$ cat src/rtl/tmr_checked_value_voter_unit_macros.svh
// Assertion macros used by the voter unit RTL.
`ifndef TMR_CHECKED_VALUE_VOTER_UNIT_MACROS_SVH
`define TMR_CHECKED_VALUE_VOTER_UNIT_MACROS_SVH

// Same-cycle implication, sampled on i_clk, off while in reset.
`define TMRCV_ASSERT_NOW(lbl, ante, cons, msg) \
    lbl: assert property (@(posedge i_clk) disable iff (!i_rst_n) (ante) |-> (cons)) \
        else $error(msg);

// Next-cycle implication, sampled on i_clk, off while in reset.
`define TMRCV_ASSERT_NEXT(lbl, ante, cons, msg) \
    lbl: assert property (@(posedge i_clk) disable iff (!i_rst_n) (ante) |=> (cons)) \
        else $error(msg);

`endif

$ cat src/rtl/tmrcv_pkg.sv
// Types and constants for the TMR checked-value voter.
package tmrcv_pkg;

    localparam int WORD_W          = 32;
    localparam int VALUE_WIDTH_DEF = 32;
    localparam int COUNT_W         = 2;

    // Beat layouts
    localparam int IN_DATA_W  = 9 * WORD_W;
    localparam int IN_USER_W  = 1;
    localparam int OUT_FIELD_W = 3 * WORD_W + COUNT_W;
    localparam int OUT_DATA_W = ((OUT_FIELD_W + 7) / 8) * 8;
    localparam int OUT_USER_W = 1;

    localparam logic [WORD_W-1:0] CHECK_SEED     = 32'hDEAD_BEEF;
    localparam logic [WORD_W-1:0] CHECK_MULT     = 32'd2654435761;
    localparam logic [WORD_W-1:0] ENCODE_VERSION = 32'd1;

    typedef enum logic {
        MODE_ENCODE = 1'b0,
        MODE_VOTE   = 1'b1
    } t_mode;

endpackage

$ cat src/rtl/tmr_checked_value_voter_unit.sv
// TMR checked-value voter: one input beat is registered, checked and voted
// (or encoded) in a single combinational pass, and the result is captured in
// the result register once that register is free, so one beat is taken per
// clock while m_axis_tready holds high; the three check-word multipliers between
// the input and result registers set the clock rate. A new beat is taken
// while a finished result waits on m_axis_tready only if the input register
// is empty. Reset clears only the valid flags, not the data; no
// configuration registers.
`include "tmr_checked_value_voter_unit_macros.svh"

module tmr_checked_value_voter_unit #(
    parameter int VALUE_WIDTH = tmrcv_pkg::VALUE_WIDTH_DEF
) (
    input  logic                             i_clk,
    input  logic                             i_rst_n,
    input  logic                             s_axis_tvalid,
    output logic                             s_axis_tready,
    // first_value, first_version, first_check, second_value, second_version,
    // second_check, third_value, third_version, third_check (32 bits each)
    input  logic [tmrcv_pkg::IN_DATA_W-1:0]  s_axis_tdata,
    // mode
    input  logic [tmrcv_pkg::IN_USER_W-1:0]  s_axis_tuser,
    output logic                             m_axis_tvalid,
    input  logic                             m_axis_tready,
    // out_value, out_version, out_check (32 bits each), valid_copies (2), zero pad
    output logic [tmrcv_pkg::OUT_DATA_W-1:0] m_axis_tdata,
    // degraded
    output logic [tmrcv_pkg::OUT_USER_W-1:0] m_axis_tuser
);
    import tmrcv_pkg::*;

    localparam int EXT_SH = WORD_W - VALUE_WIDTH;

    // input register
    logic                  r_in_valid;
    logic [IN_DATA_W-1:0]  r_in_data;
    t_mode                 r_in_mode;

    // result register
    logic                  r_out_valid;
    logic [WORD_W-1:0]     r_out_value;
    logic [WORD_W-1:0]     r_out_version;
    logic [WORD_W-1:0]     r_out_check;
    logic [COUNT_W-1:0]    r_out_count;
    logic                  r_out_degraded;

    logic                  out_free;
    logic                  in_take;

    logic [WORD_W-1:0]     val  [3];
    logic [WORD_W-1:0]     ver  [3];
    logic [WORD_W-1:0]     chk  [3];
    logic [WORD_W-1:0]     calc [3];
    logic [WORD_W-1:0]     unit_val [3];
    logic [WORD_W-1:0]     unit_ver [3];
    logic [2:0]            good;
    logic [WORD_W-1:0]     clamped;

    logic [WORD_W-1:0]     pair_a;
    logic [WORD_W-1:0]     pair_b;
    logic [WORD_W:0]       pair_sum;
    logic [WORD_W-1:0]     med;
    logic                  gt_ab;
    logic                  gt_bc;
    logic                  gt_ac;

    logic [WORD_W-1:0]     n_out_value;
    logic [WORD_W-1:0]     n_out_version;
    logic [WORD_W-1:0]     n_out_check;
    logic [COUNT_W-1:0]    n_out_count;
    logic                  n_out_degraded;

    assign out_free      = !r_out_valid || m_axis_tready;
    assign s_axis_tready = !r_in_valid || out_free;
    assign in_take       = s_axis_tvalid && s_axis_tready;

    // unpack and sign-extend the value fields from VALUE_WIDTH bits
    always_comb begin
        for (int i = 0; i < 3; i++) begin
            val[i] = WORD_W'($signed(r_in_data[3*i*WORD_W +: WORD_W] << EXT_SH) >>> EXT_SH);
            ver[i] = r_in_data[(3*i+1)*WORD_W +: WORD_W];
            chk[i] = r_in_data[(3*i+2)*WORD_W +: WORD_W];
        end
    end

    assign clamped = val[0][WORD_W-1] ? '0 : val[0];

    // copy 0's unit also produces the check word in encode mode
    always_comb begin
        for (int i = 0; i < 3; i++) begin
            unit_val[i] = val[i];
            unit_ver[i] = ver[i];
        end
        if (r_in_mode == MODE_ENCODE) begin
            unit_val[0] = clamped;
            unit_ver[0] = ENCODE_VERSION;
        end
    end

    for (genvar g = 0; g < 3; g++) begin : g_chk
        tmrcv_check u_check (
            .i_value   (unit_val[g]),
            .i_version (unit_ver[g]),
            .o_check   (calc[g])
        );
        assign good[g] = (calc[g] == chk[g]);
    end

    // median of three
    assign gt_ab = $signed(val[0]) > $signed(val[1]);
    assign gt_bc = $signed(val[1]) > $signed(val[2]);
    assign gt_ac = $signed(val[0]) > $signed(val[2]);
    assign med   = (gt_ab == gt_bc) ? val[1] : ((gt_ab == gt_ac) ? val[2] : val[0]);

    // the two good copies in order; floored mean via arithmetic shift of the sum
    assign pair_a   = good[0] ? val[0] : val[1];
    assign pair_b   = good[2] ? val[2] : val[1];
    assign pair_sum = {pair_a[WORD_W-1], pair_a} + {pair_b[WORD_W-1], pair_b};

    always_comb begin
        n_out_value    = clamped;
        n_out_version  = ENCODE_VERSION;
        n_out_check    = calc[0];
        n_out_count    = '0;
        n_out_degraded = 1'b0;
        if (r_in_mode == MODE_VOTE) begin
            n_out_version = '0;
            n_out_check   = '0;
            n_out_count   = COUNT_W'({1'b0, good[0]} + {1'b0, good[1]} + {1'b0, good[2]});
            unique case (good)
                3'b111:                 n_out_value = med;
                3'b011, 3'b101, 3'b110: n_out_value = pair_sum[WORD_W:1];
                default: begin
                    n_out_value    = val[0];
                    n_out_degraded = 1'b1;
                end
            endcase
        end
    end

    always_ff @(posedge i_clk) begin
        if (!i_rst_n) begin
            r_in_valid  <= 1'b0;
            r_out_valid <= 1'b0;
        end else begin
            if (s_axis_tready) begin
                r_in_valid <= s_axis_tvalid;
            end
            if (out_free) begin
                r_out_valid <= r_in_valid;
            end
        end
        if (in_take) begin
            r_in_data <= s_axis_tdata;
            r_in_mode <= t_mode'(s_axis_tuser[0]);
        end
        if (out_free && r_in_valid) begin
            r_out_value    <= n_out_value;
            r_out_version  <= n_out_version;
            r_out_check    <= n_out_check;
            r_out_count    <= n_out_count;
            r_out_degraded <= n_out_degraded;
        end
    end

    assign m_axis_tvalid = r_out_valid;
    assign m_axis_tdata  = OUT_DATA_W'({r_out_count, r_out_check, r_out_version, r_out_value});
    assign m_axis_tuser  = r_out_degraded;

    `TMRCV_ASSERT_NOW(a_degraded_count, r_out_valid && r_out_degraded, r_out_count != 2'd2 && r_out_count != 2'd3, "degraded result with two or more good copies")
    `TMRCV_ASSERT_NOW(a_encode_fields, r_out_valid && r_out_version != '0, r_out_count == '0 && !r_out_degraded && r_out_version == ENCODE_VERSION, "encode result carries vote status")
    `TMRCV_ASSERT_NEXT(a_stage_moves, r_in_valid && out_free, r_out_valid, "registered beat did not reach the result register")

endmodule

$ cat src/rtl/tmrcv_check.sv
// Check word generator: ((value xor version) * golden-ratio constant) xor seed.
module tmrcv_check (
    input  logic [tmrcv_pkg::WORD_W-1:0] i_value,
    input  logic [tmrcv_pkg::WORD_W-1:0] i_version,
    output logic [tmrcv_pkg::WORD_W-1:0] o_check
);
    import tmrcv_pkg::*;

    logic [WORD_W-1:0] mix;
    logic [WORD_W-1:0] prod;

    assign mix     = i_value ^ i_version;
    // only the low word of the product is kept
    assign prod    = mix * CHECK_MULT;
    assign o_check = prod ^ CHECK_SEED;

endmodule
$ cat config.mk
export PLATFORM = sky130hd
export DESIGN_NAME = tmr_checked_value_voter_unit
export DESIGN_NICKNAME = d
export VERILOG_FILES = /design/src/rtl/tmrcv_pkg.sv /design/src/rtl/tmr_checked_value_voter_unit.sv /design/src/rtl/tmrcv_check.sv
export VERILOG_INCLUDE_DIRS = /design/src /design/src/rtl
export SDC_FILE = /design/constraint.sdc
export NUM_CORES = 2
export LEC_CHECK = 0
export ABC_AREA = 0
export BUFFER_PORTS_ARGS = -buffer_cell sky130_fd_sc_hd__buf_2
export CAP_MARGIN = 20
export CORE_ASPECT_RATIO = 0.6
export CORE_MARGIN = 2
export CORE_UTILIZATION = 42
export CTS_CLUSTER_DIAMETER = 50
export DETAILED_ROUTE_END_ITERATION = 10
export SLEW_MARGIN = 20
export SYNTH_ARGS = -nofsm -noshare
export SYNTH_HDL_FRONTEND = slang
export SYNTH_HIERARCHICAL = 1
export SYNTH_SLANG_ARGS = --single-unit
$ cat constraint.sdc
create_clock -name i_clk -period 11.7 [get_ports i_clk]
set_input_delay 1.17 -clock i_clk [delete_from_list [all_inputs] [get_ports i_clk]]
set_output_delay 1.17 -clock i_clk [all_outputs]
set_load 0.01 [all_outputs]
==> key figures <==
STA
  – Rel. slew slack: 0.280
  – Final Slew Violations: 0
  – Final setup fails: 0
  – Setup TNS: 0 ns
  – Final worst-path cycle share: 0.959
  – Clk_skew: 0.0480 ns
  – Min Tclk post-route: 11.22 ns
  – Fmax: 89.1 MHz
  – Hold Vio Cnt, Final: 0
  – Hold_ws: 0.525 ns
  – Tightest Pin Transition: 1.07 ns
  – Setup ws final: 0.476 ns

Clocking
  – CTS clock-pin slew for the worst setup and hold paths: 0.06 ns
  – TritonCTS sink count: 359
  – Root Buffer: clkbuf_16
  – H-tree level count: 2
  – Clk_lat worst skew: 0.65 ns
  – CTS tree: done
  – CTS max path bufs: 3
  – CTS buffer count: 44

GRT
  – Most used routing layer in global routing: met1
  – Largest net degree at the start of global routing: 69
  – All-Layer GR Usage: 0.270
  – Initial antenna violation count: 9
  – Via count of the first global-routing pass: 33900
  – Global routing usage on met1: 0.403
  – Global Route met2 Usage: 0.358
  – Global-route wire length before repair: 224 mm
  – Total grt overflow: 0
  – Met3 Track Usage GR: 0.111

Floorplanning
  – Die area: 114000 um2
  – # rows: 94
  – Core ar.: 110000 um2
  – Boundary Pins: 400
  – Starting Density: 0.425
  – Die H: 263 um
  – Die Wd: 435 um

Worst setup path
  – Startpoint type of the worst setup path: flop
  – Crit-path max FO: 11
  – Top cell by count, worst path: fa_1
  – Crit path depth: 48
  – Largest stage delay, worst path: 0.51 ns
  – Worst Path Buf+Inv: 9
  – Kind of critical path: reg -> reg
  – Crit. Startpoint: r_in_mode
  – R2R cell count: 48
  – WP data required: 12.09 ns
  – Slowest CP cell: fa_1
  – Top delay family on crit path: adder cells
  – Reg-to-Reg Start: r_in_mode
  – Crit end category: flop
  – Critical Path AT: 11.62 ns

Job
  – Max_cap viols: 0

Synthesis
  – Number of synthesized register bits: 359
  – Most numerous cell in the Yosys netlist: inv_1
  – Top cell type by total area after synthesis: fa_1
  – Sequential share of the synthesized area: 0.230
  – Syn Inst Count: 4409
  – Most frequent cells after synthesis: 1101 x inv_1, 676 x ha_1, 581 x fa_1, 357 x edfxtp_1, 260 x xnor2_1
  – Mapped Area: 46800 um2
  – Synthesized area per cell: 10.6 um2
  – Synth unique cells: 90
  – Yosys warns: 6
  – Top FF cell, synth: edfxtp_1
  – Synth top area share: 0.249
  – EDFF count, synth: 357
  – Post-synth ARST share: 0
  – Synth area leaders: fa_1 25%, edfxtp_1 23%, ha_1 18%

Min path
  – Hold path depth: 1
  – Min-Delay Path Class: reg -> reg
  – HP Start: r_in_valid

Detailed routing
  – DRT iter0 DRCs: 2671
  – DRC: 0
  – Total wire length after detailed routing: 154 mm
  – Vias: 33000
  – Routed vias/inst: 5.08
  – Routed Antenna Nets: 0
  – DRT Pass-1 Iters: 7
  – DR WL/cell: 23.8 um

Placement
  – PortBufs: 362
  – GPL Wtd Cong: 1.06
  – HPWL after DPL: 134 mm
  – Dpl ws: -0.0834 ns

Cells and area
  – Post-layout util: 0.488
  – # nets final: 6524
  – Synth-to-Final Area Change: 14.6%
  – Fraction of layout cells with a size suffix above 1: 0.156

Status
  – Status: completed
==> repair_timing <==
item / CTS / global route
resized for setup: 4 / 60
buffers inserted: 0 / 26
hold buffers: 0 / 0
cloned: 0 / 0
setup endpoints to repair: 3 / 24
pin swaps: 0 / 15
==> layout make-up <==
class	instances	area [um2]
Clock inverter	31	383
Fill cell	10200	56400
Inverter	1106	4160
Clock buffer	48	1120
Timing Repair Buffer	569	3440
Antenna cell	5	12.5
Multi-Input combinational cell	2894	31900
Sequential cell	359	10800
Tap cell	1488	1860
==> registers in the layout, summed over array words and instances (netlist names) <==
register and count:
m_axis_tvalid 1, r_in_data 288, r_out_version 1, r_in_valid 1, r_out_value 32, m_axis_tuser 1
r_out_check 32, r_in_mode 1, r_out_count 2
==> metal layers <==
layer	up-vias	wire length, um
li1	15300	-
met1	16300	72400
met2	1308	59400
met3	140	19200
met4	6	3440
met5	-	29
==> cell usage in the layout, fill, tap and decap left out, types with 25 or more instances in the layout <==
cell,instances
a21o_1,59
a21oi_1,150
and2_1,71
buf_2,362
buf_4,197
clkbuf_16,44
conb_1,37
edfxtp_1,357
fa_1,580
ha_1,674
inv_1,1095
mux2_2,31
nand2_1,149
nand3_1,25
nand4_1,42
nor2_1,105
nor2b_1,65
o21ai_0,92
o21ai_1,28
xnor2_1,252
xor2_1,155
==> cells by family after synthesis <==
logic type	synth area share
AO/OA/AOI/OAI	0.0718
XOR/XNOR	0.0937
adder cells (fa/ha/maj)	0.430
buffers and inverters	0.0997
flip-flops	0.230
multiplexers	0.0145
other	0.0000802
AND/OR/NAND/NOR	0.0600
==> metrics by stage <==
stage | cell area (um2) | instances
final | 53600 | 6500
after CTS | 53100 | 6469
after global routing | 53600 | 6498
after floorplan | 46900 | 4445
after global placement | 51500 | 6390
after detailed placement | 51500 | 6390
==> worst register-to-register path, delay by kind of cell, from the launching register on <==
kind	cells	cell delay [ns]
DFF	1	0.38
muxes	1	0.28
and+or+nand+nor	9	1.64
AOI/OAI and AO/OA	16	2.82
adders and majority gates	10	4.39
xor gates and xnor gates	3	0.57
buffers and inverters	9	0.89
==> path summary, 6_finish.rpt <==
| path | to | slack [ns] |
|---|---|---|
| min | m_axis_tvalid | 0.52 |
| max | r_out_value[31] | 0.48 |
| min reg2reg | m_axis_tvalid | 0.52 |
| max reg2reg | r_out_value[31] | 0.48 |
Power is not shown: default switching activity piles up to over one toggle a cycle in this logic, so the estimate is an artifact.
